### src/rtl/aes_pkg.sv
package aes_pkg;

  localparam int unsigned MaxRoundsDefault = 14;
  localparam int unsigned MinRounds = 10;

  localparam logic [1:0] OP_KEY = 2'd0;
  localparam logic [1:0] OP_ENC = 2'd1;
  localparam logic [1:0] OP_DEC = 2'd2;
  localparam logic [1:0] OP_NOP = 2'd3;

  // command from controller to datapath
  typedef struct packed {
    logic load;      // capture block
    logic key0;      // apply the first key group only
    logic dec;       // direction of the item in flight
    logic round;     // apply one round with the key group read this cycle
    logic last;      // final round: no mix column step
    logic store;     // move the finished block to the output register
  } aes_cmd_t;

  function automatic logic [7:0] xt(input logic [7:0] a);
    xt = {a[6:0], 1'b0} ^ (a[7] ? 8'h1b : 8'h00);
  endfunction

  function automatic logic [7:0] gmul(input logic [7:0] a, input logic [7:0] b);
    logic [7:0] p;
    logic [7:0] x;
    p = 8'h00;
    x = a;
    for (int i = 0; i < 8; i++) begin
      if (b[i]) p = p ^ x;
      x = xt(x);
    end
    gmul = p;
  endfunction

  function automatic logic [7:0] sbox_fwd(input logic [7:0] x);
    logic [7:0] s [256];
    s = '{
      8'h63,8'h7c,8'h77,8'h7b,8'hf2,8'h6b,8'h6f,8'hc5,8'h30,8'h01,8'h67,8'h2b,8'hfe,8'hd7,8'hab,8'h76,
      8'hca,8'h82,8'hc9,8'h7d,8'hfa,8'h59,8'h47,8'hf0,8'had,8'hd4,8'ha2,8'haf,8'h9c,8'ha4,8'h72,8'hc0,
      8'hb7,8'hfd,8'h93,8'h26,8'h36,8'h3f,8'hf7,8'hcc,8'h34,8'ha5,8'he5,8'hf1,8'h71,8'hd8,8'h31,8'h15,
      8'h04,8'hc7,8'h23,8'hc3,8'h18,8'h96,8'h05,8'h9a,8'h07,8'h12,8'h80,8'he2,8'heb,8'h27,8'hb2,8'h75,
      8'h09,8'h83,8'h2c,8'h1a,8'h1b,8'h6e,8'h5a,8'ha0,8'h52,8'h3b,8'hd6,8'hb3,8'h29,8'he3,8'h2f,8'h84,
      8'h53,8'hd1,8'h00,8'hed,8'h20,8'hfc,8'hb1,8'h5b,8'h6a,8'hcb,8'hbe,8'h39,8'h4a,8'h4c,8'h58,8'hcf,
      8'hd0,8'hef,8'haa,8'hfb,8'h43,8'h4d,8'h33,8'h85,8'h45,8'hf9,8'h02,8'h7f,8'h50,8'h3c,8'h9f,8'ha8,
      8'h51,8'ha3,8'h40,8'h8f,8'h92,8'h9d,8'h38,8'hf5,8'hbc,8'hb6,8'hda,8'h21,8'h10,8'hff,8'hf3,8'hd2,
      8'hcd,8'h0c,8'h13,8'hec,8'h5f,8'h97,8'h44,8'h17,8'hc4,8'ha7,8'h7e,8'h3d,8'h64,8'h5d,8'h19,8'h73,
      8'h60,8'h81,8'h4f,8'hdc,8'h22,8'h2a,8'h90,8'h88,8'h46,8'hee,8'hb8,8'h14,8'hde,8'h5e,8'h0b,8'hdb,
      8'he0,8'h32,8'h3a,8'h0a,8'h49,8'h06,8'h24,8'h5c,8'hc2,8'hd3,8'hac,8'h62,8'h91,8'h95,8'he4,8'h79,
      8'he7,8'hc8,8'h37,8'h6d,8'h8d,8'hd5,8'h4e,8'ha9,8'h6c,8'h56,8'hf4,8'hea,8'h65,8'h7a,8'hae,8'h08,
      8'hba,8'h78,8'h25,8'h2e,8'h1c,8'ha6,8'hb4,8'hc6,8'he8,8'hdd,8'h74,8'h1f,8'h4b,8'hbd,8'h8b,8'h8a,
      8'h70,8'h3e,8'hb5,8'h66,8'h48,8'h03,8'hf6,8'h0e,8'h61,8'h35,8'h57,8'hb9,8'h86,8'hc1,8'h1d,8'h9e,
      8'he1,8'hf8,8'h98,8'h11,8'h69,8'hd9,8'h8e,8'h94,8'h9b,8'h1e,8'h87,8'he9,8'hce,8'h55,8'h28,8'hdf,
      8'h8c,8'ha1,8'h89,8'h0d,8'hbf,8'he6,8'h42,8'h68,8'h41,8'h99,8'h2d,8'h0f,8'hb0,8'h54,8'hbb,8'h16};
    sbox_fwd = s[x];
  endfunction

  function automatic logic [7:0] sbox_inv(input logic [7:0] y);
    logic [7:0] s [256];
    s = '{
      8'h52,8'h09,8'h6a,8'hd5,8'h30,8'h36,8'ha5,8'h38,8'hbf,8'h40,8'ha3,8'h9e,8'h81,8'hf3,8'hd7,8'hfb,
      8'h7c,8'he3,8'h39,8'h82,8'h9b,8'h2f,8'hff,8'h87,8'h34,8'h8e,8'h43,8'h44,8'hc4,8'hde,8'he9,8'hcb,
      8'h54,8'h7b,8'h94,8'h32,8'ha6,8'hc2,8'h23,8'h3d,8'hee,8'h4c,8'h95,8'h0b,8'h42,8'hfa,8'hc3,8'h4e,
      8'h08,8'h2e,8'ha1,8'h66,8'h28,8'hd9,8'h24,8'hb2,8'h76,8'h5b,8'ha2,8'h49,8'h6d,8'h8b,8'hd1,8'h25,
      8'h72,8'hf8,8'hf6,8'h64,8'h86,8'h68,8'h98,8'h16,8'hd4,8'ha4,8'h5c,8'hcc,8'h5d,8'h65,8'hb6,8'h92,
      8'h6c,8'h70,8'h48,8'h50,8'hfd,8'hed,8'hb9,8'hda,8'h5e,8'h15,8'h46,8'h57,8'ha7,8'h8d,8'h9d,8'h84,
      8'h90,8'hd8,8'hab,8'h00,8'h8c,8'hbc,8'hd3,8'h0a,8'hf7,8'he4,8'h58,8'h05,8'hb8,8'hb3,8'h45,8'h06,
      8'hd0,8'h2c,8'h1e,8'h8f,8'hca,8'h3f,8'h0f,8'h02,8'hc1,8'haf,8'hbd,8'h03,8'h01,8'h13,8'h8a,8'h6b,
      8'h3a,8'h91,8'h11,8'h41,8'h4f,8'h67,8'hdc,8'hea,8'h97,8'hf2,8'hcf,8'hce,8'hf0,8'hb4,8'he6,8'h73,
      8'h96,8'hac,8'h74,8'h22,8'he7,8'had,8'h35,8'h85,8'he2,8'hf9,8'h37,8'he8,8'h1c,8'h75,8'hdf,8'h6e,
      8'h47,8'hf1,8'h1a,8'h71,8'h1d,8'h29,8'hc5,8'h89,8'h6f,8'hb7,8'h62,8'h0e,8'haa,8'h18,8'hbe,8'h1b,
      8'hfc,8'h56,8'h3e,8'h4b,8'hc6,8'hd2,8'h79,8'h20,8'h9a,8'hdb,8'hc0,8'hfe,8'h78,8'hcd,8'h5a,8'hf4,
      8'h1f,8'hdd,8'ha8,8'h33,8'h88,8'h07,8'hc7,8'h31,8'hb1,8'h12,8'h10,8'h59,8'h27,8'h80,8'hec,8'h5f,
      8'h60,8'h51,8'h7f,8'ha9,8'h19,8'hb5,8'h4a,8'h0d,8'h2d,8'he5,8'h7a,8'h9f,8'h93,8'hc9,8'h9c,8'hef,
      8'ha0,8'he0,8'h3b,8'h4d,8'hae,8'h2a,8'hf5,8'hb0,8'hc8,8'heb,8'hbb,8'h3c,8'h83,8'h53,8'h99,8'h61,
      8'h17,8'h2b,8'h04,8'h7e,8'hba,8'h77,8'hd6,8'h26,8'he1,8'h69,8'h14,8'h63,8'h55,8'h21,8'h0c,8'h7d};
    sbox_inv = s[y];
  endfunction

endpackage

### src/rtl/aes_ctrl.sv
module aes_ctrl import aes_pkg::*; #(
  parameter int unsigned MAX_ROUNDS = MaxRoundsDefault
) (
  input  logic       clk_i,
  input  logic       rst_ni,
  input  logic       in_valid_i,
  output logic       in_ready_o,
  input  logic [1:0] op_i,
  input  logic [3:0] round_count_i,
  output aes_cmd_t   cmd_o,
  output logic [$clog2(MAX_ROUNDS+1)-1:0] key_raddr_o,
  output logic       out_valid_o,
  input  logic       out_ready_i
);

  localparam int unsigned GW = $clog2(MAX_ROUNDS+1);
  localparam logic [1:0] S_IDLE = 2'd0;
  localparam logic [1:0] S_KEY0 = 2'd1;
  localparam logic [1:0] S_RUN  = 2'd2;
  localparam logic [1:0] S_OUT  = 2'd3;

  logic [1:0]    st_q, st_d;
  logic          dec_q, dec_d;
  logic [GW-1:0] rnd_q, rnd_d, nr_q, nr_d;
  logic [GW-1:0] nr_c;
  logic          start;
  logic          out_valid_q, out_valid_d;
  logic          out_free;

  // clamp round count
  always_comb begin
    if (round_count_i < 4'(MinRounds)) nr_c = GW'(MinRounds);
    else if (round_count_i > 4'(MAX_ROUNDS)) nr_c = GW'(MAX_ROUNDS);
    else nr_c = GW'(round_count_i);
  end

  assign in_ready_o  = (st_q == S_IDLE);
  assign start       = in_valid_i && in_ready_o && (op_i == OP_ENC || op_i == OP_DEC);
  assign out_valid_o = out_valid_q;
  assign out_free    = !out_valid_q || out_ready_i;

  always_comb begin
    st_d  = st_q;
    dec_d = dec_q;
    rnd_d = rnd_q;
    nr_d  = nr_q;
    cmd_o = '0;
    key_raddr_o = '0;
    unique case (st_q)
      S_IDLE: begin
        cmd_o.load = start;
        key_raddr_o = (op_i == OP_DEC) ? nr_c : '0;
        if (start) begin
          st_d  = S_KEY0;
          dec_d = (op_i == OP_DEC);
          nr_d  = nr_c;
          rnd_d = GW'(1);
        end
      end
      S_KEY0: begin
        cmd_o.key0 = 1'b1;
        key_raddr_o = dec_q ? nr_q - rnd_q : rnd_q;
        st_d = S_RUN;
      end
      S_RUN: begin
        cmd_o.round = 1'b1;
        cmd_o.last  = (rnd_q == nr_q);
        key_raddr_o = dec_q ? nr_q - rnd_q - GW'(1) : rnd_q + GW'(1);
        if (rnd_q == nr_q) st_d = S_OUT;
        else rnd_d = rnd_q + GW'(1);
      end
      S_OUT: begin
        // hand the block over once the output register is free
        if (out_free) begin
          cmd_o.store = 1'b1;
          st_d = S_IDLE;
        end
      end
      default: st_d = S_IDLE;
    endcase
    cmd_o.dec = dec_q;

    // output register valid: drop on accept, set on store
    out_valid_d = out_valid_q;
    if (out_valid_q && out_ready_i) out_valid_d = 1'b0;
    if (cmd_o.store) out_valid_d = 1'b1;
  end

  always_ff @(posedge clk_i or negedge rst_ni) begin
    if (!rst_ni) begin
      st_q        <= S_IDLE;
      dec_q       <= 1'b0;
      rnd_q       <= '0;
      nr_q        <= GW'(MinRounds);
      out_valid_q <= 1'b0;
    end else begin
      st_q        <= st_d;
      dec_q       <= dec_d;
      rnd_q       <= rnd_d;
      nr_q        <= nr_d;
      out_valid_q <= out_valid_d;
    end
  end

endmodule

### config.mk
export PLATFORM = sky130hd
export DESIGN_NAME = aes_ctrl
export DESIGN_NICKNAME = d
export VERILOG_FILES = /design/src/rtl/aes_pkg.sv /design/src/rtl/aes_ctrl.sv
export SDC_FILE = /design/constraint.sdc
export NUM_CORES = 1
export LEC_CHECK = 0
export ABC_AREA = 1
export BUFFER_PORTS_ARGS = -buffer_cell sky130_fd_sc_hd__buf_4
export CAP_MARGIN = 10
export CORE_UTILIZATION = 40
export DETAILED_ROUTE_END_ITERATION = 10
export GPL_TIMING_DRIVEN = 0
export PLACE_DENSITY = 0.66
export SLEW_MARGIN = 15
export SYNTH_ARGS = -nofsm -noshare
export SYNTH_HDL_FRONTEND = slang
export SYNTH_SLANG_ARGS = --single-unit
### constraint.sdc
create_clock -name clk_i -period 1.9 [get_ports clk_i]
set_input_delay 0.095 -clock clk_i [delete_from_list [all_inputs] [get_ports clk_i]]
set_output_delay 0.095 -clock clk_i [all_outputs]
set_load 0.005 [all_outputs]
==> impl_metrics.env, run 1 <==
export IMPL_status="finished, violations left"
export IMPL_violations="setup timing"
export IMPL_netlist_area_mm2=0.00105
export IMPL_ir_drop_v=0.000986
export IMPL_route_detailed_drc=0
export IMPL_area_growth_pct=29.4
export IMPL_reg2reg_to="st_q[1]"
export IMPL_fillers=256
export IMPL_grt_pass1_vias=991
export IMPL_synth_seq_cells=12
export IMPL_clkTransAtPathRegs_ns=0.08
export IMPL_cap_viol_max_count=0
export IMPL_grt_pass1_wl_um=4340
export IMPL_worst_ep_arrival_time_ns=2.23
export IMPL_crit_chain="ha_4, fa_1, ha_2, o21ai_2, nand2_1, o21ai_1, nand2_1, o211ai_1, nand2_1, inv_1, buf_4"
export IMPL_antenna_cells=0
export IMPL_slew_viol_final=0
export IMPL_cts_root_buf="clkbuf_4"
export IMPL_final_hold_viol_count=0
export IMPL_routabilityCongestion=0.953
export IMPL_ys_flop_type="dfrtp_1"
export IMPL_finalPower_mw=2.36
export IMPL_crit_path_end_kind="output port"
export IMPL_setup_violations=3
export IMPL_placedCellCount=199
export IMPL_die_y_um=53.1
export IMPL_vias=1063
export IMPL_power_leakage_nw=0.721
export IMPL_yosysTopAreaCell="dfrtp_1"
export IMPL_clock_path_buffers=2
export IMPL_synth_edf_count=0
export IMPL_finish_utilization_pct=54.6
export IMPL_hold_path_cell_count=4
export IMPL_yosysWarnings=0
export IMPL_die_area_mm2=0.00282
export IMPL_cts_buffers=3
export IMPL_clock_sinks=12
export IMPL_ant_nets=0
export IMPL_synthTopCellsByArea="dfrtp_1 24%, nand2_1 15%, ha_1 13%, inv_1 8.6%, a21oi_1 5.3%"
export IMPL_hp_start="out_ready_i"
export IMPL_regArea_um2=305
export IMPL_max_stage_delay_ns=0.50
export IMPL_core_area_mm2=0.00248
export IMPL_rsz0062_at_grt="true"
export IMPL_cpMaxStageDelayCell="fa_1"
export IMPL_clock_fmax_ghz=0.429
export IMPL_crit_top_cell="nand2_1"
export IMPL_worst_pin_slew_ns=0.221
export IMPL_avgSynthCellArea_um2=7.07
export IMPL_grt_usage_pct=21.7
export IMPL_instances_no_fill=210
export IMPL_powerDensity_mw_per_mm2=1750
export IMPL_relSlewSlack_pct=85.3
export IMPL_io_pins=22
export IMPL_multiInputGateArea_um2=643
export IMPL_drive_gt1_share_pct=30.6
export IMPL_insertion_delay_ns=0.27
export IMPL_cts_tree="built"
export IMPL_setup_ws_ns=-0.429
export IMPL_period_minus_slack_ns=2.33
export IMPL_synth_fp_nets=170
export IMPL_timing_worst_setup_path_type="flip-flop to output port"
export IMPL_hold_class="input port to flip-flop"
export IMPL_drt_pass1_iterations=4
export IMPL_io_buffers=21
export IMPL_async_flop_share_pct=100
export IMPL_start_util_pct=42.2
export IMPL_cp_required_ns=1.80
export IMPL_syn_inst=148
export IMPL_synth_cell_type_count=25
export IMPL_worstPathMaxFanout=2
export IMPL_dpl_hpwl_um=2030
export IMPL_synth_top_cell_area_share_pct=23.9
export IMPL_reg2reg_from="st_q[1]"
export IMPL_cp_startpoint="rnd_q[0]"
export IMPL_path_buf_inv=2
export IMPL_wl_per_cell_um=12.6
export IMPL_r2r_cells=9
export IMPL_finalClockSkew_ns=0.00412
export IMPL_grt_max_degree=13
export IMPL_r2r_slack_ns=0.21
export IMPL_cp_start_kind="flip-flop"
export IMPL_antenna_found_initial=0
export IMPL_netlist_top_cells_count="41 x nand2_1, 24 x inv_1, 11 x a21oi_1, 11 x ha_1, 11 x nand3_1"
export IMPL_fin_nets=204
export IMPL_drt_iter0_drc=14
export IMPL_rows=18
export IMPL_die_w_um=53.1
export IMPL_wl_um=2640
export IMPL_hold_path_end="out_valid_o"
export IMPL_ys_seq_area_share_pct=28.9
export IMPL_synth_most_common_cell="nand2_1"
export IMPL_overflow=0
export IMPL_tns_ns=-1.20
export IMPL_period_share_pct=123
export IMPL_htree_levels=1
export IMPL_path_delay_family="adder cells"
export IMPL_viasPerCell=5.06
worst max-delay path by stage:
| stage | to | slack, ns | depth (start not counted) |
|---|---|---|---|
| 6_report | key_raddr_o[2] | -0.43 | 11 |
| 5_1_grt | key_raddr_o[2] | -0.59 | 11 |
| 4_1_cts | key_raddr_o[3] | -0.38 | 10 |
| 3_5_place_dp | key_raddr_o[2] | -0.24 | 11 |
| 3_3_place_gp | key_raddr_o[2] | -0.25 | 11 |
| 2_1_floorplan | key_raddr_o[2] | 0.003 | 10 |
per-stage QoR:
| stage | hold WS [ns] | instance area (um2) | setup WS (ns) |
|---|---|---|---|
| CTS | 0.103 | 1320 | -0.382 |
| detailed placement | -0.0467 | 1250 | -0.238 |
| finish | 0.104 | 1350 | -0.429 |
| global placement | -0.0497 | 1250 | -0.251 |
| floorplan | -0.201 | 1050 | 0.00328 |
| global route | 0.142 | 1350 | -0.593 |
sequential cells by signal, summed over array words and instances (netlist names):
| signal | flops |
|---|---|
| nr_q | 4 |
| dec_q | 1 |
| st_q | 2 |
| out_valid_o | 1 |
| rnd_q | 4 |
cell type report:
| cell class | instances | area share (%) |
|---|---|---|
| multi-input combinational | 106 | 47.5 |
| sequential | 12 | 22.6 |
| timing repair buffer | 29 | 16.3 |
| inverter | 26 | 7.39 |
| tap | 30 | 2.77 |
| buffer | 4 | 1.85 |
| clock buffer | 3 | 1.66 |
worst reg2reg max path, cell delays in order, from the launching register on:
cell      delay, ns
dfrtp_1        0.43
inv_1          0.12
ha_2           0.27
nand2_2        0.08
nor2_4         0.20
inv_4          0.08
nand2_1        0.10
o211ai_2       0.13
nor2_1         0.11
a21oi_1        0.05
timing repair:
action / CTS / global route
resized for setup: 6 / 3
setup endpoints to repair: 3 / 8
hold buffers: 1 / 0
setup buffers: 3 / 4
hold endpoints to repair: 12 / 0
pin swaps: 7 / 2
layout by cell type, fill, tap and decap left out, types with 2 or more instances in the layout:
cell type,n
a21oi_1,10
buf_2,2
buf_4,30
clkbuf_4,3
dfrtp_1,8
dfrtp_2,2
dfstp_2,2
ha_1,8
ha_2,2
inv_1,23
inv_2,2
nand2_1,41
nand2_2,2
nand3_1,11
nor2_1,4
o211ai_1,3
o21ai_0,7
o21ai_1,5
o21ai_2,3
power breakdown:
part	total [mW]	internal [mW]	switching, mW
clock	0.163	0.0733	0.0894
combinational	1.75	0.808	0.940
sequential	0.453	0.367	0.0863
kinds of logic (layout without fill, tap and decap cells):
logic type,Yosys count,count (layout),share of synthesized area (%)
DFF,12,12,28.9
and+or+nand+nor,61,61,24.9
buffers and inverters,30,62,12.0
AOI/OAI and AO/OA,32,32,18.3
adders and majority gates,12,12,15.1
xor gates and xnor gates,1,1,0.837
routing by layer:
layer  track usage [%]  routed length, um
met1              28.5               1240
met2              35.2               1290
met3              3.74                 89
met4              7.46                 21
met5                 0                  0
Power figures use the tool's default switching activity.
==> inputs of run 2 (changes only) <==
--- a/config.mk
+++ b/config.mk
@@ -6,13 +6,14 @@
 export NUM_CORES = 1
 export LEC_CHECK = 0
 export ABC_AREA = 1
-export BUFFER_PORTS_ARGS = -buffer_cell sky130_fd_sc_hd__buf_4
 export CAP_MARGIN = 10
 export CORE_UTILIZATION = 40
 export DETAILED_ROUTE_END_ITERATION = 10
+export DONT_BUFFER_PORTS = 1
 export GPL_TIMING_DRIVEN = 0
-export PLACE_DENSITY = 0.66
+export PLACE_DENSITY = 0.58
 export SLEW_MARGIN = 15
 export SYNTH_ARGS = -nofsm -noshare
 export SYNTH_HDL_FRONTEND = slang
 export SYNTH_SLANG_ARGS = --single-unit
+export TNS_END_PERCENT = 10
==> run 2 against run 1 <==
Effect of this change:
- the flow still finishes with violations (setup timing)
- sequential share of layout area up 3.0 points
- register-to-register slack improved by 0.03 ns
- global-route usage shrank 1.7 points
- non-clock buffer count decreased by 24
- clock power increased by 31%
- largest power group unchanged
- first-iteration DRC count up 21%
- sequential power grew 2%
- routed wire length decreased by 12%
- fmax increased by 7.3%
- via count is 10% lower
==> impl_metrics.env, run 2 (synthesis results as in run 1) <==
export IMPL_final_cell_mix="41 x nand2_1, 22 x inv_1, 11 x nand3_1, 10 x a21oi_1, 10 x dfrtp_1"
export IMPL_finalClockSkew_ns=0.00272
export IMPL_cp_start_kind="flip-flop"
export IMPL_die_y_um=53.1
export IMPL_io_buffers=0
export IMPL_ir_drop_v=0.000955
export IMPL_slew_viol_final=0
export IMPL_rsz0062_at_grt="true"
export IMPL_worstPathMaxFanout=2
export IMPL_period_minus_slack_ns=2.17
export IMPL_ant_nets=0
export IMPL_fillers=262
export IMPL_timing_worst_setup_path_type="flip-flop to output port"
export IMPL_overflow=0
export IMPL_final_common_cell="nand2_1"
export IMPL_clock_sinks=12
export IMPL_switching_share_pct=48.7
export IMPL_grt_pass1_wl_um=3930
export IMPL_antenna_found_initial=0
export IMPL_worst_ep_arrival_time_ns=2.08
export IMPL_multiInputGateArea_um2=642
export IMPL_path_buf_inv=2
export IMPL_reg2reg_to="st_q[1]"
export IMPL_wl_um=2330
export IMPL_drt_pass1_iterations=4
export IMPL_clkTransAtPathRegs_ns=0.08
export IMPL_crit_top_cell="nand3_1"
export IMPL_max_stage_delay_ns=0.55
export IMPL_r2r_slack_ns=0.24
export IMPL_io_pins=22
export IMPL_dpl_hpwl_um=1860
export IMPL_crit_chain="ha_4, fa_2, buf_4, nand4_1, inv_1, nand3_1, nand3_1, nand2_1, a21oi_2"
export IMPL_crit_path_end_kind="output port"
export IMPL_area_growth_pct=13.2
export IMPL_status="finished, violations left"
export IMPL_instances_no_fill=187
export IMPL_clock_fmax_ghz=0.461
export IMPL_holdWs_ns=0.0230
export IMPL_cts_buffers=3
export IMPL_cp_required_ns=1.80
export IMPL_rows=18
export IMPL_htree_levels=1
export IMPL_core_area_mm2=0.00248
export IMPL_wl_per_cell_um=12.4
export IMPL_period_share_pct=114
export IMPL_power_frac_clock_pct=9.8
export IMPL_final_hold_viol_count=0
export IMPL_hold_path_cell_count=2
export IMPL_violations="setup timing"
export IMPL_r2r_cells=9
export IMPL_cpMaxStageDelayCell="fa_2"
export IMPL_route_detailed_drc=0
export IMPL_cts_root_buf="clkbuf_4"
export IMPL_p_switching_mw=1.06
export IMPL_start_util_pct=42.2
export IMPL_power_leakage_nw=0.606
export IMPL_path_delay_family="adder cells"
export IMPL_drive_gt1_share_pct=19.7
export IMPL_placedCellCount=178
export IMPL_die_w_um=53.1
export IMPL_finish_utilization_pct=47.8
export IMPL_cap_viol_max_count=0
export IMPL_routabilityCongestion=0.864
export IMPL_drt_iter0_drc=17
export IMPL_die_area_mm2=0.00282
export IMPL_grt_max_degree=13
export IMPL_grt_usage_pct=20.0
export IMPL_insertion_delay_ns=0.28
export IMPL_hold_class="input port to flip-flop"
export IMPL_fin_nets=180
export IMPL_antenna_cells=0
export IMPL_relSlewSlack_pct=59.9
export IMPL_cts_tree="built"
export IMPL_powerDensity_mw_per_mm2=1840
export IMPL_worst_pin_slew_ns=0.599
export IMPL_grt_pass1_vias=881
export IMPL_hp_start="round_count_i[3]"
export IMPL_top_regs="nr_q x4, rnd_q x4, st_q x2"
export IMPL_p_seq_share_pct=21.2
export IMPL_vias=953
export IMPL_reg2reg_from="st_q[1]"
export IMPL_hold_path_end="nr_q[2]"
export IMPL_setup_violations=3
export IMPL_setup_ws_ns=-0.270
export IMPL_viasPerCell=5.10
export IMPL_clock_path_buffers=2
export IMPL_p_int_mw=1.11
export IMPL_regArea_um2=303
export IMPL_combPwrFrac_pct=69.0
[run 2: final cells by class]
cell class	instances	area share, %
inverters	26	8.46
plain buffers	4	2.11
multi-input cells	106	54.2
clock buffers	4	3.07
well taps	30	3.17
flip-flops and latches	12	25.6
repair buffers	5	3.38
[run 2: worst max-delay path by stage]
stage,startpoint,to,cells past startpoint
detailed placement,rnd_q[0],key_raddr_o[2],10
finish,rnd_q[0],key_raddr_o[3],9
global placement,rnd_q[0],key_raddr_o[2],10
CTS,nr_q[1],key_raddr_o[3],9
global route,rnd_q[0],key_raddr_o[3],9
floorplan,rnd_q[0],key_raddr_o[2],10
[run 2: layer usage]
metal  GRT usage (%)  share of wire, %  vias to the layer above
li1                -                 -                      493
met2            29.5                46                       25
met5               0                 0                        -
met4            10.1               1.4                        0
met3            4.60               5.0                        4
met1            26.8                47                      431
[run 2: what timing repair did]
item | CTS | global route
buffers inserted | 4 | 0
pin swaps | 7 | 1
hold endpoints to repair | 12 | 0
hold buffers | 1 | 0
gates resized for setup | 6 | 2
setup endpoints to repair | 3 | 6
[run 2: stage by stage]
step / worst slack, ns / power [mW] / setup TNS, ns / area (um2)
floorplan: 0.00328 / 1.48 / 0 / 1050
global placement: -0.129 / 1.70 / -0.135 / 1090
detailed placement: -0.145 / 1.75 / -0.170 / 1090
CTS: -0.289 / 2.15 / -0.808 / 1180
global route: -0.389 / 2.41 / -1.10 / 1180
finish: -0.270 / 2.18 / -0.769 / 1180
[run 2: power groups by stage]
stage | Sequential, mW | Combinational, mW | Clock [mW]
4_1_cts | 0.461 | 1.46 | 0.220
3_3_place_gp | 0.464 | 1.23 | 0
5_1_grt | 0.473 | 1.70 | 0.230
3_5_place_dp | 0.470 | 1.28 | 0
6_report | 0.461 | 1.50 | 0.214
2_1_floorplan | 0.440 | 1.04 | 0
